===== src/hw/rtl/ibav_pkg.sv =====
`timescale 1ns / 1ps
// ----------------------------------------------------------------------------
// ibav_pkg: shared types and constants for the inter-beat interval validator
// Field widths, register reset values, register indexes, state encodings and
// the median reply structure used between the sequencer and the top level.
// ----------------------------------------------------------------------------
package ibav_pkg;

  // Field widths fixed by the interface.
  localparam int TIME_W     = 32;
  localparam int LEVEL_W    = 32;
  localparam int SAMPLE_W   = 32;
  localparam int IVL_W      = 16;
  localparam int BLEVEL_W   = 16;
  localparam int CONF_W     = 7;
  localparam int PCT_W      = 8;
  localparam int THR_W      = 8;
  localparam int PROD_W     = IVL_W + PCT_W;
  localparam int CFG_ADDR_W = 2;
  localparam int CFG_DATA_W = 16;

  // Register reset values.
  localparam logic [IVL_W-1:0] IVL_MIN_RST  = 16'd300;
  localparam logic [IVL_W-1:0] IVL_MAX_RST  = 16'd2000;
  localparam logic [PCT_W-1:0] CHG_PCT_RST  = 8'd30;
  localparam logic [THR_W-1:0] CONF_THR_RST = 8'd50;

  // Confidence levels and scaling.
  localparam logic [CONF_W-1:0]   CONF_FULL  = 7'd100;
  localparam logic [CONF_W-1:0]   CONF_HALF  = 7'd50;
  localparam logic [CONF_W-1:0]   CONF_NONE  = 7'd0;
  localparam logic [PCT_W-1:0]    PCT_SCALE  = 8'd100;
  localparam logic [IVL_W-1:0]    IVL_SAT    = 16'hFFFF;
  localparam logic [BLEVEL_W-1:0] LEVEL_SAT  = 16'hFFFF;

  // Configuration register indexes.
  typedef enum logic [CFG_ADDR_W-1:0] {
    CFG_IVL_MIN  = 2'd0,
    CFG_IVL_MAX  = 2'd1,
    CFG_CHG_PCT  = 2'd2,
    CFG_CONF_THR = 2'd3
  } cfg_idx_t;

  // Median sequencer states.
  typedef enum logic [2:0] {
    MS_IDLE,
    MS_LOAD,
    MS_CAND,
    MS_SCAN,
    MS_CHECK
  } med_state_t;

  // Top-level control states.
  typedef enum logic [1:0] {
    ST_IDLE,
    ST_RANK,
    ST_DECIDE,
    ST_RESULT
  } top_state_t;

  // Reply from the median sequencer.
  typedef struct packed {
    logic             done;
    logic [IVL_W-1:0] median;
  } med_rsp_t;

endpackage


===== src/hw/rtl/ibav_if.sv =====
`timescale 1ns / 1ps
// ----------------------------------------------------------------------------
// ibav_if: peak and beat channels
// Valid/ready channels carrying one detected peak in and one beat word out.
// ----------------------------------------------------------------------------
interface ibav_in_if import ibav_pkg::*; ();
  logic                       valid;
  logic                       ready;
  logic [TIME_W-1:0]          peak_time_ms;
  logic signed [LEVEL_W-1:0]  peak_level;
  logic [SAMPLE_W-1:0]        peak_sample;

  modport source (output valid, peak_time_ms, peak_level, peak_sample, input ready);
  modport sink (input valid, peak_time_ms, peak_level, peak_sample, output ready);
endinterface

interface ibav_out_if import ibav_pkg::*; ();
  logic                  valid;
  logic                  ready;
  logic [TIME_W-1:0]     beat_time_ms;
  logic [IVL_W-1:0]      interval_ms;
  logic [IVL_W-1:0]      previous_interval_ms;
  logic [CONF_W-1:0]     confidence_pct;
  logic                  artifact_flag;
  logic                  low_confidence_flag;
  logic [BLEVEL_W-1:0]   beat_level;
  logic [SAMPLE_W-1:0]   beat_sample;

  modport source (output valid, beat_time_ms, interval_ms, previous_interval_ms,
                  confidence_pct, artifact_flag, low_confidence_flag, beat_level,
                  beat_sample, input ready);
  modport sink (input valid, beat_time_ms, interval_ms, previous_interval_ms,
                confidence_pct, artifact_flag, low_confidence_flag, beat_level,
                beat_sample, output ready);
endinterface


===== src/hw/rtl/ibav_ram.sv =====
`timescale 1ns / 1ps
// ----------------------------------------------------------------------------
// ibav_ram: generic single-write, single-read synchronous RAM
// One write port and one read port; read data is registered.
// ----------------------------------------------------------------------------
module ibav_ram #(
  parameter int WIDTH = 16,
  parameter int DEPTH = 10,
  parameter int AW    = (DEPTH > 1) ? $clog2(DEPTH) : 1
) (
  input  logic             clk,
  input  logic             we,
  input  logic [AW-1:0]    waddr,
  input  logic [WIDTH-1:0] wdata,
  input  logic [AW-1:0]    raddr,
  output logic [WIDTH-1:0] rdata
);

  logic [WIDTH-1:0] mem [DEPTH];
  logic [WIDTH-1:0] rdata_r;

  // Write port and registered read port.
  always_ff @(posedge clk) begin
    if (we) begin
      mem[waddr] <= wdata;
    end
    rdata_r <= mem[raddr];
  end

  assign rdata = rdata_r;

endmodule


===== src/hw/rtl/ibav_median.sv =====
`timescale 1ns / 1ps
// ----------------------------------------------------------------------------
// ibav_median: ring store and rank-select median sequencer
// Holds the interval ring in a RAM and finds the element of rank count/2 by
// taking each entry in turn as a candidate and counting the entries below it.
// ----------------------------------------------------------------------------
module ibav_median import ibav_pkg::*; #(
  parameter int RING_DEPTH = 10,
  parameter int CNT_W      = $clog2(RING_DEPTH + 1),
  parameter int IDX_W      = (RING_DEPTH > 1) ? $clog2(RING_DEPTH) : 1
) (
  input  logic             clk,
  input  logic             rst_n,
  input  logic             start,
  input  logic [CNT_W-1:0] count,
  input  logic             ring_we,
  input  logic [IDX_W-1:0] ring_waddr,
  input  logic [IVL_W-1:0] ring_wdata,
  output med_rsp_t         rsp
);

  med_state_t       state_r, state_nxt;
  logic [CNT_W-1:0] n_r, i_r, j_r, lt_r, le_r;
  logic [IVL_W-1:0] cand_r, median_r;
  logic             done_r;
  logic [CNT_W-1:0] i_inc, half_n;
  logic [CNT_W-1:0] raddr_full;
  logic [IVL_W-1:0] rd_data;
  logic             found, chk_end;

  assign i_inc   = i_r + 1'b1;
  assign half_n  = n_r >> 1;
  assign found   = (lt_r <= half_n) && (half_n < le_r);
  assign chk_end = found || (i_inc == n_r);

  ibav_ram #(
    .WIDTH (IVL_W),
    .DEPTH (RING_DEPTH)
  ) u_ring (
    .clk   (clk),
    .we    (ring_we),
    .waddr (ring_waddr),
    .wdata (ring_wdata),
    .raddr (raddr_full[IDX_W-1:0]),
    .rdata (rd_data)
  );

  // Next-state logic.
  always_comb begin
    state_nxt = state_r;
    unique case (state_r)
      MS_IDLE: begin
        if (start && (count != '0)) begin
          state_nxt = MS_LOAD;
        end
      end
      MS_LOAD:  state_nxt = MS_CAND;
      MS_CAND:  state_nxt = MS_SCAN;
      MS_SCAN: begin
        if (j_r == n_r) begin
          state_nxt = MS_CHECK;
        end
      end
      MS_CHECK: state_nxt = chk_end ? MS_IDLE : MS_CAND;
      default:  state_nxt = MS_IDLE;
    endcase
  end

  // Read address: candidate loads and scan reads share the one read port.
  always_comb begin
    raddr_full = '0;
    unique case (state_r)
      MS_LOAD:  raddr_full = i_r;
      MS_CAND:  raddr_full = '0;
      MS_SCAN:  raddr_full = (j_r < n_r) ? j_r : '0;
      MS_CHECK: raddr_full = (i_inc < n_r) ? i_inc : '0;
      default:  raddr_full = '0;
    endcase
  end

  // Control registers.
  always_ff @(posedge clk) begin
    if (!rst_n) begin
      state_r <= MS_IDLE;
      done_r  <= 1'b0;
    end else begin
      state_r <= state_nxt;
      done_r  <= ((state_r == MS_IDLE) && start && (count == '0)) ||
                 ((state_r == MS_CHECK) && chk_end);
    end
  end

  // Ranking datapath.
  always_ff @(posedge clk) begin
    case (state_r)
      MS_IDLE: begin
        if (start) begin
          n_r      <= count;
          i_r      <= '0;
          median_r <= '0;
        end
      end
      MS_CAND: begin
        cand_r <= rd_data;
        j_r    <= CNT_W'(1);
        lt_r   <= '0;
        le_r   <= '0;
      end
      MS_SCAN: begin
        lt_r <= lt_r + CNT_W'(rd_data < cand_r);
        le_r <= le_r + CNT_W'(rd_data <= cand_r);
        if (j_r != n_r) begin
          j_r <= j_r + 1'b1;
        end
      end
      MS_CHECK: begin
        if (chk_end) begin
          median_r <= cand_r;
        end else begin
          i_r <= i_inc;
        end
      end
      default: ;
    endcase
  end

  assign rsp.done   = done_r;
  assign rsp.median = median_r;

endmodule


===== src/hw/rtl/ibi_artifact_validator_core.sv =====
`timescale 1ns / 1ps
// ----------------------------------------------------------------------------
// ibi_artifact_validator_core: inter-beat interval plausibility checker
// Turns detected pulse peaks into beat words with interval, confidence and
// artifact flags, checking each interval against a window and a running median.
// ----------------------------------------------------------------------------
//   channel   | direction | handshake        | word
//   in_chan   | in        | valid / ready    | peak time, level, sample
//   out_chan  | out       | valid / ready    | beat time, intervals, flags
//   cfg_*     | in        | cfg_we (no wait) | register index and value
//
// The first peak after reset gives no beat.
// Each later peak is ranked against the ring by a rank-select scan over the ring RAM's read port.
// A finished beat waits in the output register while the next peak is taken.
// Reset is synchronous; the ring RAM is not cleared, only written entries are read.
// ----------------------------------------------------------------------------
module ibi_artifact_validator_core import ibav_pkg::*; #(
  parameter int RING_DEPTH = 10
) (
  input  logic                  clk,
  input  logic                  rst_n,
  ibav_in_if.sink               in_chan,
  ibav_out_if.source            out_chan,
  input  logic                  cfg_we,
  input  logic [CFG_ADDR_W-1:0] cfg_addr,
  input  logic [CFG_DATA_W-1:0] cfg_wdata
);

  localparam int CNT_W = $clog2(RING_DEPTH + 1);
  localparam int IDX_W = (RING_DEPTH > 1) ? $clog2(RING_DEPTH) : 1;

  // Configuration registers.
  logic [IVL_W-1:0] ivl_min_r, ivl_max_r;
  logic [PCT_W-1:0] chg_pct_r;
  logic [THR_W-1:0] conf_thr_r;

  // Control state.
  top_state_t       state_r, state_nxt;
  logic             seen_r;
  logic [CNT_W-1:0] ring_count_r;
  logic [IDX_W-1:0] wpos_r;
  logic             start_r;
  logic             out_valid_r;

  // Item payload.
  logic [TIME_W-1:0]   last_time_r;
  logic [IVL_W-1:0]    last_ivl_r;
  logic [TIME_W-1:0]   time_r;
  logic [IVL_W-1:0]    ivl_r;
  logic [BLEVEL_W-1:0] level_r;
  logic [SAMPLE_W-1:0] sample_r;
  logic [IVL_W-1:0]    med_r;
  logic [IVL_W-1:0]    diff_r;
  logic [PROD_W-1:0]   prod_r;
  logic                rng_fail_r;

  // Output word register.
  logic [TIME_W-1:0]   o_time_r;
  logic [IVL_W-1:0]    o_ivl_r, o_prev_r;
  logic [CONF_W-1:0]   o_conf_r;
  logic                o_art_r, o_low_r;
  logic [BLEVEL_W-1:0] o_level_r;
  logic [SAMPLE_W-1:0] o_sample_r;

  logic                in_acc, out_free, load_out;
  logic [TIME_W-1:0]   dt;
  logic [IVL_W-1:0]    ivl_new;
  logic [BLEVEL_W-1:0] level_new;
  logic [PROD_W-2:0]   diff_scaled;
  logic                cont_fail, art_res, low_res;
  logic [CONF_W-1:0]   conf_res;
  med_rsp_t            med_rsp;

  // Interval since the previous peak: zero when time ran backwards, saturated.
  assign dt = in_chan.peak_time_ms - last_time_r;
  always_comb begin
    if (in_chan.peak_time_ms < last_time_r) begin
      ivl_new = '0;
    end else if (|dt[TIME_W-1:IVL_W]) begin
      ivl_new = IVL_SAT;
    end else begin
      ivl_new = dt[IVL_W-1:0];
    end
  end

  // Amplitude clamp to the unsigned 16-bit range.
  always_comb begin
    if (in_chan.peak_level[LEVEL_W-1]) begin
      level_new = '0;
    end else if (|in_chan.peak_level[LEVEL_W-2:BLEVEL_W]) begin
      level_new = LEVEL_SAT;
    end else begin
      level_new = in_chan.peak_level[BLEVEL_W-1:0];
    end
  end

  // Continuity check: diff > floor(median*pct/100) holds exactly when
  // 100*diff > median*pct, so no divider is needed.
  assign diff_scaled = (PROD_W-1)'(diff_r) * (PROD_W-1)'(PCT_SCALE);
  assign cont_fail   = (med_r != '0) && ({1'b0, diff_scaled} > prod_r);
  assign art_res     = rng_fail_r || cont_fail;
  always_comb begin
    if (rng_fail_r) begin
      conf_res = CONF_NONE;
    end else if (cont_fail) begin
      conf_res = CONF_HALF;
    end else begin
      conf_res = CONF_FULL;
    end
  end
  assign low_res = {1'b0, conf_res} < conf_thr_r;

  // Median sequencer with the ring RAM.
  ibav_median #(
    .RING_DEPTH (RING_DEPTH)
  ) u_median (
    .clk        (clk),
    .rst_n      (rst_n),
    .start      (start_r),
    .count      (ring_count_r),
    .ring_we    (load_out),
    .ring_waddr (wpos_r),
    .ring_wdata (ivl_r),
    .rsp        (med_rsp)
  );

  // Next-state logic.
  always_comb begin
    state_nxt = state_r;
    unique case (state_r)
      ST_IDLE: begin
        if (in_acc && seen_r) begin
          state_nxt = ST_RANK;
        end
      end
      ST_RANK: begin
        if (med_rsp.done) begin
          state_nxt = ST_DECIDE;
        end
      end
      ST_DECIDE: state_nxt = ST_RESULT;
      ST_RESULT: begin
        if (out_free) begin
          state_nxt = ST_IDLE;
        end
      end
      default: state_nxt = ST_IDLE;
    endcase
  end

  // State-driven outputs.
  always_comb begin
    in_chan.ready = 1'b0;
    load_out      = 1'b0;
    unique case (state_r)
      ST_IDLE:   in_chan.ready = 1'b1;
      ST_RESULT: load_out      = out_free;
      default: ;
    endcase
  end

  assign in_acc   = in_chan.valid && in_chan.ready;
  assign out_free = !out_valid_r || out_chan.ready;

  // Configuration writes.
  always_ff @(posedge clk) begin
    if (!rst_n) begin
      ivl_min_r  <= IVL_MIN_RST;
      ivl_max_r  <= IVL_MAX_RST;
      chg_pct_r  <= CHG_PCT_RST;
      conf_thr_r <= CONF_THR_RST;
    end else if (cfg_we) begin
      unique case (cfg_idx_t'(cfg_addr))
        CFG_IVL_MIN:  ivl_min_r  <= cfg_wdata[IVL_W-1:0];
        CFG_IVL_MAX:  ivl_max_r  <= cfg_wdata[IVL_W-1:0];
        CFG_CHG_PCT:  chg_pct_r  <= cfg_wdata[PCT_W-1:0];
        CFG_CONF_THR: conf_thr_r <= cfg_wdata[THR_W-1:0];
        default: ;
      endcase
    end
  end

  // Control registers and beat history.
  always_ff @(posedge clk) begin
    if (!rst_n) begin
      state_r      <= ST_IDLE;
      seen_r       <= 1'b0;
      last_time_r  <= '0;
      last_ivl_r   <= '0;
      ring_count_r <= '0;
      wpos_r       <= '0;
      start_r      <= 1'b0;
      out_valid_r  <= 1'b0;
    end else begin
      state_r <= state_nxt;
      start_r <= in_acc && seen_r;
      if (in_acc) begin
        seen_r      <= 1'b1;
        last_time_r <= in_chan.peak_time_ms;
        if (!seen_r) begin
          last_ivl_r <= '0;
        end
      end
      if (load_out) begin
        last_ivl_r <= ivl_r;
        wpos_r     <= (wpos_r == IDX_W'(RING_DEPTH - 1)) ? '0 : wpos_r + 1'b1;
        if (ring_count_r != CNT_W'(RING_DEPTH)) begin
          ring_count_r <= ring_count_r + 1'b1;
        end
      end
      if (load_out) begin
        out_valid_r <= 1'b1;
      end else if (out_chan.ready) begin
        out_valid_r <= 1'b0;
      end
    end
  end

  // Item datapath: capture, median, window and continuity terms.
  always_ff @(posedge clk) begin
    if (in_acc) begin
      time_r   <= in_chan.peak_time_ms;
      ivl_r    <= ivl_new;
      level_r  <= level_new;
      sample_r <= in_chan.peak_sample;
    end
    if ((state_r == ST_RANK) && med_rsp.done) begin
      med_r <= med_rsp.median;
    end
    if (state_r == ST_DECIDE) begin
      prod_r     <= PROD_W'(med_r) * PROD_W'(chg_pct_r);
      diff_r     <= (ivl_r >= med_r) ? (ivl_r - med_r) : (med_r - ivl_r);
      rng_fail_r <= (ivl_r < ivl_min_r) || (ivl_r > ivl_max_r);
    end
  end

  // Output word register.
  always_ff @(posedge clk) begin
    if (load_out) begin
      o_time_r   <= time_r;
      o_ivl_r    <= ivl_r;
      o_prev_r   <= last_ivl_r;
      o_conf_r   <= conf_res;
      o_art_r    <= art_res;
      o_low_r    <= low_res;
      o_level_r  <= level_r;
      o_sample_r <= sample_r;
    end
  end

  assign out_chan.valid                = out_valid_r;
  assign out_chan.beat_time_ms         = o_time_r;
  assign out_chan.interval_ms          = o_ivl_r;
  assign out_chan.previous_interval_ms = o_prev_r;
  assign out_chan.confidence_pct       = o_conf_r;
  assign out_chan.artifact_flag        = o_art_r;
  assign out_chan.low_confidence_flag  = o_low_r;
  assign out_chan.beat_level           = o_level_r;
  assign out_chan.beat_sample          = o_sample_r;

`ifndef NO_ASSERTIONS
  // While the ring is filling, the write position tracks the fill count.
  a_wpos_tracks_count: assert property (@(posedge clk) disable iff (!rst_n)
    (ring_count_r < CNT_W'(RING_DEPTH)) |-> (CNT_W'(wpos_r) == ring_count_r))
    else $error("ring write position out of step with fill count");

  // The median reply only arrives while a peak is being ranked.
  a_med_done_in_rank: assert property (@(posedge clk) disable iff (!rst_n)
    med_rsp.done |-> (state_r == ST_RANK))
    else $error("median reply outside the ranking phase");

  // A finished beat is held back while the previous word is still waiting.
  a_result_holds: assert property (@(posedge clk) disable iff (!rst_n)
    ((state_r == ST_RESULT) && out_valid_r && !out_chan.ready) |=>
    (state_r == ST_RESULT))
    else $error("beat word overwritten before it was taken");

  // Full confidence exactly when no artifact was found.
  a_conf_matches_flag: assert property (@(posedge clk) disable iff (!rst_n)
    out_valid_r |-> ((o_conf_r == CONF_FULL) == !o_art_r) &&
    ((o_conf_r == CONF_FULL) || (o_conf_r == CONF_HALF) || (o_conf_r == CONF_NONE)))
    else $error("confidence and artifact flag disagree");
`endif

endmodule


===== src/flat_wrapper.sv =====
// flat-port wrapper written by rule: the top's interface ports become plain ports
module ibi_artifact_validator_core_flat import ibav_pkg::*;
#(
  parameter int RING_DEPTH = 10
)
  (clk, rst_n, cfg_we, cfg_addr, cfg_wdata, in_chan_valid, in_chan_peak_time_ms, in_chan_peak_level, in_chan_peak_sample, in_chan_ready, out_chan_valid, out_chan_beat_time_ms, out_chan_interval_ms, out_chan_previous_interval_ms, out_chan_confidence_pct, out_chan_artifact_flag, out_chan_low_confidence_flag, out_chan_beat_level, out_chan_beat_sample, out_chan_ready);
  ibav_in_if in_chan_i ();
  ibav_out_if out_chan_i ();
  input  logic clk;
  input  logic rst_n;
  input  logic cfg_we;
  input  logic [CFG_ADDR_W-1:0] cfg_addr;
  input  logic [CFG_DATA_W-1:0] cfg_wdata;
  input wire logic [$bits(in_chan_i.valid)-1:0] in_chan_valid;
  input wire logic [$bits(in_chan_i.peak_time_ms)-1:0] in_chan_peak_time_ms;
  input wire logic [$bits(in_chan_i.peak_level)-1:0] in_chan_peak_level;
  input wire logic [$bits(in_chan_i.peak_sample)-1:0] in_chan_peak_sample;
  output wire logic [$bits(in_chan_i.ready)-1:0] in_chan_ready;
  output wire logic [$bits(out_chan_i.valid)-1:0] out_chan_valid;
  output wire logic [$bits(out_chan_i.beat_time_ms)-1:0] out_chan_beat_time_ms;
  output wire logic [$bits(out_chan_i.interval_ms)-1:0] out_chan_interval_ms;
  output wire logic [$bits(out_chan_i.previous_interval_ms)-1:0] out_chan_previous_interval_ms;
  output wire logic [$bits(out_chan_i.confidence_pct)-1:0] out_chan_confidence_pct;
  output wire logic [$bits(out_chan_i.artifact_flag)-1:0] out_chan_artifact_flag;
  output wire logic [$bits(out_chan_i.low_confidence_flag)-1:0] out_chan_low_confidence_flag;
  output wire logic [$bits(out_chan_i.beat_level)-1:0] out_chan_beat_level;
  output wire logic [$bits(out_chan_i.beat_sample)-1:0] out_chan_beat_sample;
  input wire logic [$bits(out_chan_i.ready)-1:0] out_chan_ready;
  assign in_chan_i.valid = in_chan_valid;
  assign in_chan_i.peak_time_ms = in_chan_peak_time_ms;
  assign in_chan_i.peak_level = in_chan_peak_level;
  assign in_chan_i.peak_sample = in_chan_peak_sample;
  assign in_chan_ready = in_chan_i.ready;
  assign out_chan_valid = out_chan_i.valid;
  assign out_chan_beat_time_ms = out_chan_i.beat_time_ms;
  assign out_chan_interval_ms = out_chan_i.interval_ms;
  assign out_chan_previous_interval_ms = out_chan_i.previous_interval_ms;
  assign out_chan_confidence_pct = out_chan_i.confidence_pct;
  assign out_chan_artifact_flag = out_chan_i.artifact_flag;
  assign out_chan_low_confidence_flag = out_chan_i.low_confidence_flag;
  assign out_chan_beat_level = out_chan_i.beat_level;
  assign out_chan_beat_sample = out_chan_i.beat_sample;
  assign out_chan_i.ready = out_chan_ready;
  ibi_artifact_validator_core #(.RING_DEPTH(RING_DEPTH)) u_core (.clk(clk), .rst_n(rst_n), .in_chan(in_chan_i), .out_chan(out_chan_i), .cfg_we(cfg_we), .cfg_addr(cfg_addr), .cfg_wdata(cfg_wdata));
endmodule

===== config.mk =====
export PLATFORM = sky130hd
export DESIGN_NAME = ibi_artifact_validator_core_flat
export DESIGN_NICKNAME = d
export VERILOG_FILES = /design/src/hw/rtl/ibav_pkg.sv /design/src/hw/rtl/ibav_if.sv /design/src/hw/rtl/ibav_ram.sv /design/src/hw/rtl/ibav_median.sv /design/src/hw/rtl/ibi_artifact_validator_core.sv /design/src/flat_wrapper.sv
export SDC_FILE = /design/constraint.sdc
export NUM_CORES = 1
export LEC_CHECK = 0
export BUFFER_PORTS_ARGS = -buffer_cell sky130_fd_sc_hd__buf_2
export CORE_UTILIZATION = 32
export CTS_BUF_LIST = sky130_fd_sc_hd__clkbuf_4
export DETAILED_ROUTE_END_ITERATION = 8
export PLACE_DENSITY = 0.52
export SLEW_MARGIN = 0
export SYNTH_ARGS = -nofsm -noshare
export SYNTH_HDL_FRONTEND = slang
export SYNTH_SLANG_ARGS = --single-unit

===== constraint.sdc =====
create_clock -name clk -period 8.3 [get_ports clk]
set_clock_uncertainty 0.2 [all_clocks]
set_input_delay 0.415 -clock clk [delete_from_list [all_inputs] [get_ports clk]]
set_output_delay 0.415 -clock clk [all_outputs]
set_load 0.005 [all_outputs]

==> Word level (Yosys, flattened, before mapping) <==
Memories as Yosys holds them, arrays and structs flattened. A register that Yosys moved wholly into a read port is not among the register bits.
Index checks and enable logic that the tools add are counted.
{ "op_classes": {"add_sub_neg": 9, "n_mul": 2, "div": 0, "order_cmp": 12, "eq_ne": 25, "n_shift": 0, "mux": 36, "bitwise_logic": 0, "reduce_logical": 39} }
{ "ops": {"columns": ["cell", "count"], "rows": [
  ["$mux W16", 8],
  ["$lt A16 B16 Y1", 2],
  ["$lt A32 B32 Y1", 1],
  ["$pmux W16 S2", 1],
  ["$pmux W4 S2", 4],
  ["$sub A16 B16 Y16", 2],
  ["$sub A32 B32 Y32", 1],
  ["$gt A23 B24 Y1", 1],
  ["$mul A16 B8 Y24", 1],
  ["$mux W4", 6],
  ["$mul A16 B5 Y21 const B", 1],
  ["$reduce_and A2 Y1", 9],
  ["$add A4 B1 Y4 const B", 4],
  ["$ge A16 B16 Y1", 1],
  ["$gt A16 B16 Y1", 1],
  ["$le A16 B16 Y1", 1],
  ["$reduce_bool A16 Y1", 1],
  ["$reduce_or A16 Y1", 1],
  ["$pmux W3 S5", 1],
  ["$reduce_or A15 Y1", 1],
  ["$mux W7", 2],
  ["$ne A2 B2 Y1 const B", 7],
  ["$pmux W4 S3", 1],
  ["$logic_and A1 B1 Y1", 9],
  ["27 further kinds", 56]
]} }
{ "totals": {"register_bits": 439, "latchBits": 0, "mem_bits_rw": 160, "romBits": 0, "word_cells": 161, "memories": 1} }
{ "memory_table": {"columns": ["memory", "words", "width", "rd", "rd_ports_with_merged_regs", "write_ports", "line_no", "rtl"], "rows": [
  ["u_core.u_median.u_ring.mem", 10, 16, 1, 1, 1, "ibav_ram.sv:19", "logic [WIDTH-1:0] mem [DEPTH];"]
]} }

==> Longest topological paths before layout <==
Gate-level depths: netlist of run 1.
{ "logic_depth": {"word_depth": 6, "depth_mapped": 31, "depth_no_buf": 31} }

==> Hierarchy <==
From an unflattened synthesis of run 1, not the netlist that was laid out.
{ "hier_totals": {"cells_unflattened": 2814, "area_unflattened_um2": 32661.3} }
{ "by_module_without_submodules": {"columns": ["module", "instances", "cells_each", "area_each_um2"], "rows": [
  ["ibi_artifact_validator_core", 1, 2201, 23000.8],
  ["ibav_ram", 1, 358, 6712.7],
  ["ibav_median", 1, 255, 2947.8]
]} }

==> Worst setup path after synthesis of run 1 <==
No wires, ideal clock.
{ "synth_timing": {"path_type": "reg2reg", "start": "reg u_core.diff_r[2]", "end": "reg u_core.o_low_r, in the netlist u_core.out_chan.low_confidence_flag (data pin)", "setup_time_ns": 0.262, "arrival_time_ns": 5.665, "required_time_ns": 7.838, "setup_slack_ns": 2.173, "path_stages_with_launch": 30, "n_path_buf": 0, "path_cell_list": "edfxtp_1 > ha_1 > ha_1 > fa_1 > ha_1 > a21oi_1 > o21bai_1 > a211o_1 > a31oi_1 > o21bai_1 > a21boi_0 > xnor2_1 > ha_1 > a21o_1 > a21o_1 > a21o_1 > a21o_1 > a21o_1 > a21oi_1 > o21ai_0 > o211ai_1 > nor2_1 > ha_1 > a21o_1 > a21oi_1 > nor3b_1 > o21ai_0 > nand2b_1 > a21oi_1 > or2_2"} }
{ "synth_between": {"elab_chain_cells": 6} }
{ "synth_rtl": {"columns": ["item", "line_no", "rtl"], "rows": [
  ["from (decl)", "ibi_artifact_validator_core.sv:53", "logic [IVL_W-1:0] diff_r;"],
  ["from (signal assigned)", "ibi_artifact_validator_core.sv:232", "diff_r <= (ivl_r >= med_r) ? (ivl_r - med_r) : (med_r - ivl_r);"],
  ["$mul A16 B5 Y21", "ibi_artifact_validator_core.sv:99", "assign diff_scaled = (PROD_W-1)'(diff_r) * (PROD_W-1)'(PCT_SCALE);"],
  ["$gt A23 B24 Y1", "ibi_artifact_validator_core.sv:100", "assign cont_fail = (med_r != '0) && ({1'b0, diff_scaled} > prod_r);"],
  ["$logic_and A1 B1 Y1", "ibi_artifact_validator_core.sv:100", null],
  ["$mux W7", "ibi_artifact_validator_core.sv:105", "end else if (cont_fail) begin"],
  ["$mux W7", "ibi_artifact_validator_core.sv:103", "if (rng_fail_r) begin"],
  ["via u_core.conf_res[1]", "ibi_artifact_validator_core.sv:71", "logic [CONF_W-1:0] conf_res;"],
  ["$lt A7 B8 Y1", "ibi_artifact_validator_core.sv:111", "assign low_res = {1'b0, conf_res} < conf_thr_r;"],
  ["via u_core.low_res", "ibi_artifact_validator_core.sv:70", "logic cont_fail, art_res, low_res;"],
  ["to (signal assigned)", "ibi_artifact_validator_core.sv:245", "o_low_r <= low_res;"],
  ["to (decl)", "ibi_artifact_validator_core.sv:61", "logic o_art_r, o_low_r;"]
]} }
The timed path passes the listed nets, and every way through them passes these cells.
A chain may end at the register's enable or synchronous reset.

==> Worst setup path after layout of run 1 <==
Same ends and word-level chain as after synthesis.

==> results of run 1 <==
==> synthesized netlist by cell type (all sizes together), types with 25 or more instances <==
master and n:
a21boi 68, a21o 52, a21oi 94, and2 74
buf 27, clkbuf 82, dfxtp 129, edfxtp 482
fa 98, ha 259, inv 311, mux2i 126
nand2 290, nand3 30, nor2 129, nor2b 42
nor3 42, o211ai 25, o21ai 69, xnor2 51
==> cell families after synthesis <==
logic type	synth area share, %
AOI/OAI and AO/OA	9.58
xor gates and xnor gates	1.98
adders and majority gates	15.9
buffers and inverters	5.00
DFF	52.2
muxes	4.51
other	0.0115
and+or+nand+nor	10.8
==> worst min-delay path, delay by kind of cell <==
family	cells	cell delay (ns)
AOI/OAI and AO/OA	1	0.07
and+or+nand+nor	1	0.06
buffers and inverters	2	0.70
==> flip-flops by register name, summed over array words and instances, names as in the netlist, 16 cells and up <==
| register | flops |
|---|---|
| u_core.out_chan.beat_time_ms | 32 |
| u_core.diff_r | 16 |
| u_core.u_median.cand_r | 16 |
| u_core.out_chan.beat_sample | 32 |
| u_core.sample_r | 32 |
| u_core.ivl_min_r | 16 |
| u_core.u_median.median_r | 16 |
| u_core.med_r | 16 |
| u_core.level_r | 16 |
| u_core.out_chan.previous_interval_ms | 16 |
| u_core.out_chan.interval_ms | 16 |
| u_core.out_chan.beat_level | 16 |
| u_core.ivl_r | 16 |
| u_core.time_r | 32 |
| u_core.prod_r | 24 |
| u_core.last_ivl_r | 16 |
| u_core.last_time_r | 32 |
| u_core.u_median.u_ring.rdata | 16 |
| u_core.u_median.u_ring.mem | 160 |
| u_core.ivl_max_r | 16 |
==> cell type report <==
| type | count | area share [%] |
|---|---|---|
| sequential | 611 | 42.8 |
| multi-input combinational | 1763 | 35.3 |
| timing repair buffer | 503 | 9.45 |
| clock buffer | 240 | 4.52 |
| tap | 1357 | 4.26 |
| inverter | 313 | 2.97 |
| clock inverter | 49 | 0.715 |
| antenna | 3 | 0.0188 |
==> worst max path at each step <==
stage | cells past startpoint | end | slack (ns)
2_1_floorplan | 29 | u_core.out_chan.low_confidence_flag | 2.17
3_3_place_gp | 29 | u_core.out_chan.low_confidence_flag | 1.46
3_5_place_dp | 29 | u_core.out_chan.low_confidence_flag | 1.37
4_1_cts | 29 | u_core.out_chan.low_confidence_flag | 1.34
5_1_grt | 29 | u_core.out_chan.low_confidence_flag | 0.86
6_report | 29 | u_core.out_chan.low_confidence_flag | 1.40
==> what timing repair did <==
item | CTS | global route
hold buffers | 235 | 0
buffers inserted | 0 | 0
hold endpoints to repair | 209 | 0
endpoints found under the setup margin | 0 | 0
==> report_power, final <==
part	internal (mW)	leakage, nW	total (mW)	switching, mW
Clock	1.39	1.24	2.67	1.27
Sequential	3.68	5.47	3.81	0.130
Combinational	1.18	10.3	2.83	1.65
==> metal layers <==
metal | global-route usage (%) | vias up
li1 | - | 11000
met1 | 19.9 | 10800
met2 | 27.2 | 438
met3 | 3.46 | 120
met4 | 5.71 | 2
met5 | 0 | -
==> flow_metrics.py, run 1 <==
metrics = {
    "outcome": {
        "outcome": "finished clean",
    },
    "final_layout": {
        "seq_area_um2": 17100,
        "fillers": 9885,
        "final_area_um2": 39900,
        "final_common_cell": "edfxtp_1",
        "fin_cells": 4839,
        "layout_common_cells": "edfxtp_1, inv_1, nand2_1",
        "drive_gt1_share_pct": 17.0,
        "synthToLayoutAreaGrowth_pct": 22.0,
        "multi_input_area_um2": 14100,
        "fin_nets": 3830,
        "fin_util_pct": 39.6,
    },
    "clocking": {
        "cts_resized": 0,
        "clkSinkCount": 611,
        "cts_root_buf": "clkbuf_4",
        "numCtsBuffers": 162,
        "cts_tree": "done",
        "clock_latency_ns": 1.01,
        "clk_pin_slew_ns": 0.08,
        "cts_max_path_buffers": 3,
        "h-tree-depth": 4,
    },
    "timing": {
        "fin_crit_ns": 6.90,
        "worst_pin_slew_ns": 1.15,
        "drv_slew": 0,
        "setup_viol_count_final": 0,
        "maxSlewHeadroom_pct": 23.5,
        "layout_setup_ws_ns": 1.40,
        "max_freq_mhz": 145,
        "post-route-period-util_pct": 83.1,
        "timing.hold.ws_ns": 0.122,
        "hold_violations": 0,
        "rsz0062_at_grt": "no",
        "fin_tns_setup_ns": 0,
    },
    "placed_design": {
        "dp_hpwl_um": 55000,
        "place_inst": 4312,
        "gp_congestion": 0.819,
        "place_area_um2": 35400,
        "port_buffers": 239,
        "pre_cts_slack_ns": 1.37,
    },
    "floorplanning": {
        "fp.coreArea_um2": 101000,
        "start_util_pct": 32.5,
        "io_pins": 242,
        "die_h_um": 322,
        "die_x_um": 322,
        "dieArea_um2": 103000,
        "num_rows": 116,
    },
    "synth": {
        "synthCells": 2795,
        "yosys-top-cells-area": "edfxtp_1, ha_1, dfxtp_1",
        "synth_edf_count": 482,
        "synth_top_area_share_pct": 44.3,
        "ys_seq_area_share_pct": 52.2,
        "synth_area_per_cell_um2": 11.7,
        "synth_largest_area_cell": "edfxtp_1",
        "synth_warnings": 0,
        "synth-seq-cells": 611,
        "synthArstFlopShare_pct": 0,
        "ys.flop_type": "edfxtp_1",
        "synth.distinct_cells": 82,
        "synth_area_um2": 32700,
    },
    "setup_path": {
        "cp_max_fo": 3,
        "cp_num_buf_inv": 0,
        "crit_path_end_kind": "register",
        "rrSetupSlack_ns": 1.40,
        "crit_arrival_ns": 7.44,
        "r2r_start": "u_core.diff_r[2]",
        "crit_start": "u_core.diff_r[2]",
        "worst_setup_path_start_kind": "register",
        "cp_top_family": "compound AO/OA/AOI/OAI gates",
        "critPathSlowestCell": "o211ai_1",
        "critical_path_class": "reg2reg",
        "worst_r2r_path_depth": 29,
        "crit_top_cell": "a21o_1",
        "worst_ep_required_time_ns": 8.84,
        "r2r_end": "u_core.out_chan.low_confidence_flag",
        "critical-path-max-stage-delay_ns": 0.49,
    },
    "route": {
        "ant_nets": 0,
        "met1_length_um": 36400,
        "dr.pass1.iters": 5,
        "wirelength_um": 81900,
        "vias_per_cell": 4.62,
        "wl_per_cell_um": 16.9,
        "first_iter_violations": 990,
        "dr_wl_met3_um": 3500,
        "top_layer": "met5",
        "route.vias.total": 22300,
        "dr_wl_met2_um": 40200,
        "route.detailed.drc": 0,
    },
    "pwr": {
        "p_leak_nw": 17.0,
        "power_density_nw_per_um2": 233,
        "vdd_ir_drop_max_mv": 0.147,
        "power_mw": 9.31,
    },
    "min_path": {
        "hold_class": "in2reg",
        "min_to": "u_core.conf_thr_r[7]",
        "min-delay-start": "cfg_wdata[7]",
        "min_path_cells": 4,
    },
    "global_route": {
        "grt_antenna_before_repair": 7,
        "gr-total-overflow": 0,
        "grt_pass1_wl_um": 129000,
        "globalRouteTotalUtil_pct": 16.0,
        "grt_max_degree": 114,
        "grt_pass1_vias": 23200,
    },
    "run": {
        "cap_violations": 0,
    },
}
Power figures use the tool's default switching activity.
==> run 2, diff against run 1 <==
--- a/config.mk
+++ b/config.mk
@@ -9,7 +9,7 @@
 export CORE_UTILIZATION = 32
 export CTS_BUF_LIST = sky130_fd_sc_hd__clkbuf_4
 export DETAILED_ROUTE_END_ITERATION = 8
-export PLACE_DENSITY = 0.52
+export PLACE_DENSITY = 0.53
 export SLEW_MARGIN = 0
 export SYNTH_ARGS = -nofsm -noshare
 export SYNTH_HDL_FRONTEND = slang
==> constraint.sdc (replaced) <==
create_clock -name clk -period 5.8 [get_ports clk]
set_clock_uncertainty 0.2 [all_clocks]
set_input_delay 0.29 -clock clk [delete_from_list [all_inputs] [get_ports clk]]
set_output_delay 0.29 -clock clk [all_outputs]
set_load 0.005 [all_outputs]
==> run 2 against run 1 <==
  * The run now ends with setup timing left
  * Clock power is 39% higher
  * Worst hold slack better by 0.021 ns
  * Count of clock-buffer cells in the layout is 20 lower
  * Core utilization is 0.90 points higher
  * Critical path depth is 3 higher
  * Global-route usage is 0.35 points higher
  * Largest cell class unchanged
  * Largest power group unchanged
==> flow_metrics.py, run 2 (synthesized netlist as in run 1, its figures left out) <==
metrics = {
    "route": {
        "first_iter_violations": 1302,
        "dr.pass1.iters": 5,
        "wl_per_cell_um": 17.1,
        "route.detailed.drc": 0,
        "wirelength_um": 84400,
        "route.vias.total": 23000,
        "vias_per_cell": 4.66,
        "ant_nets": 0,
    },
    "global_route": {
        "gr-total-overflow": 0,
        "grt_pass1_vias": 23800,
        "grt_max_degree": 79,
        "grt_pass1_wl_um": 132000,
        "grt_antenna_before_repair": 7,
        "globalRouteTotalUtil_pct": 16.4,
    },
    "final_layout": {
        "drive_gt1_share_pct": 19.5,
        "synthToLayoutAreaGrowth_pct": 24.8,
        "largest_reg_flops": 160,
        "fin_nets": 3923,
        "layout_common_cells": "edfxtp_1, inv_1, nand2_1",
        "regMostFlops": "u_core.u_median.u_ring.mem",
        "fillers": 9830,
        "final_common_cell": "edfxtp_1",
    },
    "pwr": {
        "power_density_nw_per_um2": 341,
        "power_mw": 13.9,
        "vdd_ir_drop_max_mv": 0.200,
        "p_leak_nw": 17.4,
    },
    "setup_path": {
        "critical_path_class": "reg2reg",
        "crit_arrival_ns": 6.83,
        "critPathSlowestCell": "fa_1",
        "worst_setup_path_start_kind": "register",
        "cp_max_fo": 3,
        "worst_ep_required_time_ns": 6.32,
        "crit_top_cell": "a21o_1",
        "crit_path_end_kind": "register",
        "critical-path-max-stage-delay_ns": 0.52,
    },
    "run": {
        "cap_violations": 0,
    },
    "timing": {
        "rsz0062_at_grt": "yes",
        "fin_tns_setup_ns": -0.509,
        "maxSlewHeadroom_pct": 26.9,
        "layout_setup_ws_ns": -0.509,
        "max_freq_mhz": 158,
        "fin_crit_ns": 6.31,
        "hold_violations": 0,
        "drv_slew": 0,
        "post-route-period-util_pct": 109,
        "setup_viol_count_final": 1,
        "worst_pin_slew_ns": 1.10,
    },
    "clocking": {
        "cts_max_path_buffers": 3,
        "h-tree-depth": 4,
        "clkSinkCount": 611,
        "clk_pin_slew_ns": 0.07,
        "cts_root_buf": "clkbuf_4",
        "numCtsBuffers": 158,
        "cts_tree": "done",
        "clock_latency_ns": 1.02,
    },
    "outcome": {
        "outcome": "finished with violations",
        "failed_checks": "setup timing",
    },
    "placed_design": {
        "port_buffers": 239,
        "dp_hpwl_um": 57800,
        "gp_congestion": 0.857,
    },
    "floorplanning": {
        "die_h_um": 322,
        "fp.coreArea_um2": 101000,
        "start_util_pct": 32.5,
        "num_rows": 116,
        "dieArea_um2": 103000,
        "io_pins": 242,
        "die_x_um": 322,
    },
    "min_path": {
        "hold_class": "in2reg",
    },
}
run 2: area by class of cell:
cell class / count / area (um2) / share of cell area (%)
antenna: 3 / 7.51 / 0.0184
timing repair buffer: 600 / 4520 / 11.1
inverter: 313 / 1180 / 2.90
tap: 1357 / 1700 / 4.16
multi-input combinational: 1763 / 14300 / 35.1
clock buffer: 220 / 1650 / 4.05
sequential: 611 / 17100 / 41.8
clock inverter: 70 / 377 / 0.923
run 2: worst paths after layout:
| check | startpoint | end | slack (ns) | cells after the start |
|---|---|---|---|---|
| worst max-delay path | u_core.diff_r[3] | u_core.out_chan.low_confidence_flag | -0.51 | 32 |
| worst min-delay path | rst_n | u_core.last_time_r[0] | 0.14 | 3 |
| worst max register to register | u_core.diff_r[3] | u_core.out_chan.low_confidence_flag | -0.51 | 32 |
| worst min register to register | u_core.sample_r[23] | u_core.out_chan.beat_sample[23] | 0.18 | 0 |
run 2: metrics by stage:
step	utilization, %	hold WS, ns	cell area (um2)	setup WS (ns)	instances
final	40.5	0.144	40800	-0.509	4937
after CTS	40.4	0.00372	40700	-0.569	4929
after detailed placement	35.8	0.205	36100	-0.592	4389
after global placement	35.8	0.201	36100	-0.548	4389
after floorplan	-	0.189	32800	0.0357	2796
after global routing	40.5	0.0636	40800	-0.829	4937
run 2: routing by layer:
metal  part of all wire (%)  global-route usage, %  up-vias
met5                  0.054                      0        -
met4                    2.2                   5.25        8
met3                    4.4                   3.41      127
met2                     49                   28.6      518
met1                     44                   20.1    11100
li1                       -                      -    11200
run 2: timing repair:
item                       in CTS  in global routing
hold endpoints to repair      212                  0
cloned                          0                  0
buffers inserted                8                  5
gates resized for setup        13                 12
hold buffers                  242                  0
setup endpoints to repair       1                  2
pin swaps                      23                 19
run 2: critical path: cells and delay by family, from the launching register on:
family	cells	cell delay, ns
AO/OA/AOI/OAI	19	2.88
XOR/XNOR	1	0.11
adder cells (fa/ha/maj)	6	1.64
buffers and inverters	2	0.35
flip-flops	1	0.42
AND/OR/NAND/NOR	4	0.49
run 2: power by group:
| part | switching, mW | internal (mW) |
|---|---|---|
| clock network | 1.84 | 1.87 |
| registers | 0.218 | 5.27 |
| logic | 2.59 | 2.13 |
==> run 3, diff against run 2 <==
--- a/config.mk
+++ b/config.mk
@@ -8,8 +8,9 @@
 export BUFFER_PORTS_ARGS = -buffer_cell sky130_fd_sc_hd__buf_2
 export CORE_UTILIZATION = 32
 export CTS_BUF_LIST = sky130_fd_sc_hd__clkbuf_4
+export CTS_CLUSTER_DIAMETER = 30
 export DETAILED_ROUTE_END_ITERATION = 8
-export PLACE_DENSITY = 0.53
+export PLACE_DENSITY_LB_ADDON = 0.08
 export SLEW_MARGIN = 0
 export SYNTH_ARGS = -nofsm -noshare
 export SYNTH_HDL_FRONTEND = slang
==> run 3 against run 2 <==
  * The run still ends with setup timing left
  * Die area unchanged
  * Critical path type unchanged
  * First-iteration DRC count decreased by 25%
  * Count of clock-buffer cells in the layout increased by 19
  * Routed wire length increased by 6.4%
  * Sequential power about the same
==> flow_metrics.py, run 3 (synthesized netlist as in run 1, its figures left out) <==
metrics = {
    "final_layout": {
        "fin_util_pct": 40.9,
        "drive_gt1_share_pct": 20.5,
        "layout_common_cells": "edfxtp_1, inv_1, nand2_1",
        "fin_nets": 3955,
        "synthToLayoutAreaGrowth_pct": 26.1,
        "regMostFlops": "u_core.u_median.u_ring.mem",
        "final_common_cell": "edfxtp_1",
        "largest_reg_flops": 160,
        "final_area_um2": 41200,
    },
    "timing": {
        "post-route-period-util_pct": 108,
        "maxSlewHeadroom_pct": 25.3,
        "setup_viol_count_final": 1,
        "max_freq_mhz": 160,
        "fin_tns_setup_ns": -0.450,
        "layout_setup_ws_ns": -0.450,
        "drv_slew": 0,
        "fin_crit_ns": 6.25,
        "hold_violations": 0,
        "worst_pin_slew_ns": 1.12,
        "rsz0062_at_grt": "yes",
    },
    "run": {
        "cap_violations": 0,
    },
    "global_route": {
        "grt_antenna_before_repair": 6,
        "grt_max_degree": 83,
        "grt_pass1_vias": 24500,
        "grt_pass1_wl_um": 138000,
        "globalRouteTotalUtil_pct": 17.5,
        "gr-total-overflow": 0,
    },
    "pwr": {
        "p_switching_mw": 4.79,
        "switching_share_pct": 33.5,
        "p_leak_nw": 17.7,
        "power_density_nw_per_um2": 346,
        "power_mw": 14.3,
        "vdd_ir_drop_max_mv": 0.193,
        "internal_power_mw": 9.49,
        "p_comb_share_pct": 33.5,
        "pwr-share-seq_pct": 38.3,
        "clock_power_share_pct": 28.2,
    },
    "floorplanning": {
        "num_rows": 116,
        "die_x_um": 322,
        "start_util_pct": 32.5,
        "die_h_um": 322,
        "dieArea_um2": 103000,
        "fp.coreArea_um2": 101000,
        "io_pins": 242,
    },
    "route": {
        "ant_nets": 0,
        "wl_per_cell_um": 18.0,
        "route.detailed.drc": 0,
        "wirelength_um": 89900,
        "vias_per_cell": 4.67,
        "route.vias.total": 23300,
        "dr.pass1.iters": 5,
        "first_iter_violations": 970,
    },
    "min_path": {
        "hold_class": "in2reg",
    },
    "setup_path": {
        "worst_ep_required_time_ns": 6.37,
        "critPathSlowestCell": "fa_1",
        "crit_path_end_kind": "register",
        "crit_arrival_ns": 6.82,
        "critical-path-max-stage-delay_ns": 0.51,
        "crit_top_cell": "a21o_1",
        "cp_num_buf_inv": 5,
        "worst_setup_path_start_kind": "register",
        "cp_top_family": "compound AO/OA/AOI/OAI gates",
        "cp_max_fo": 3,
        "critical_path_class": "reg2reg",
    },
    "clocking": {
        "clkSinkCount": 611,
        "cts_root_buf": "clkbuf_4",
        "numCtsBuffers": 176,
        "h-tree-depth": 4,
        "cts_max_path_buffers": 3,
        "clk_pin_slew_ns": 0.06,
        "cts_tree": "done",
        "clock_latency_ns": 1.06,
    },
    "placed_design": {
        "dp_hpwl_um": 62800,
        "gp_congestion": 0.836,
        "place_area_um2": 36200,
        "port_buffers": 239,
    },
    "outcome": {
        "failed_checks": "setup timing",
        "outcome": "finished with violations",
    },
}
==> run 3: cell types whose count changed in the layout (fill, tap and decap cells not counted), moves of 2 or more <==
cell	change
diode_2	+5
clkinv_2	+15
ha_1	-2
clkinv_1	+2
inv_1	-2
buf_4	+10
dlygate4sd3_1	+3
clkbuf_4	+19
==> run 3: area by class of cell <==
class | count | area (um2)
repair buffers | 614 | 4650
multi-input cells | 1763 | 14300
diodes | 8 | 20.0
well taps | 1357 | 1700
clock inverters | 87 | 483
inverters | 313 | 1180
fillers | 9836 | 59500
clock buffers | 239 | 1790
flip-flops and latches | 611 | 17100
==> run 3: through the flow <==
stage                     hold WS (ns)  setup slack [ns]  instances
after detailed placement         0.205            -0.745       4402
after floorplan                  0.189            0.0357       2796
after global placement           0.200            -0.702       4402
after CTS                      0.00512            -0.543       4980
final                            0.154            -0.450       4992
after global routing            0.0793            -0.717       4990
==> run 3: worst register-to-register path, delay by kind of cell, from the launching register on <==
family          cells  cell delay (ns)
flops               1             0.47
simple gates        4             0.50
buf+inv             5             0.45
compound gates     17             2.36
xor+xnor            1             0.15
fa+ha+maj           6             1.87
==> run 3: path summary, 6_finish.rpt <==
kind         slack [ns]                                  end  depth (start not counted)                 from
max               -0.45  u_core.out_chan.low_confidence_flag                         33     u_core.diff_r[3]
min                0.15                  u_core.chg_pct_r[7]                          5          cfg_addr[0]
max reg2reg       -0.45  u_core.out_chan.low_confidence_flag                         33     u_core.diff_r[3]
min reg2reg        0.21      u_core.out_chan.beat_sample[17]                          0  u_core.sample_r[17]
==> run 3: repair_timing <==
item | 4_1_cts | 5_1_grt
hold buffers | 245 | 0
endpoints found under the setup margin | 1 | 2
setup buffers | 7 | 5
gates cloned | 0 | 0
gates resized for setup | 18 | 10
endpoints found under the hold margin | 235 | 0
pin swaps | 32 | 41
==> run 3: power by group through the flow <==
stage | clock network, mW | logic (mW) | registers [mW]
floorplan | 0 | 2.88 | 5.54
global placement | 0 | 4.43 | 5.56
detailed placement | 0 | 4.48 | 5.57
CTS | 4.19 | 4.77 | 5.48
global route | 4.42 | 5.37 | 5.51
finish | 4.02 | 4.78 | 5.47
==> run 3: metal layers <==
metal  global-route usage, %  share of wire [%]  up-vias
met5                       0              0.052        -
met4                    6.52                2.7        8
met3                    4.33                4.5      143
met2                    29.7                 49      478
met1                    21.3                 44    11300
li1                        -                  -    11300
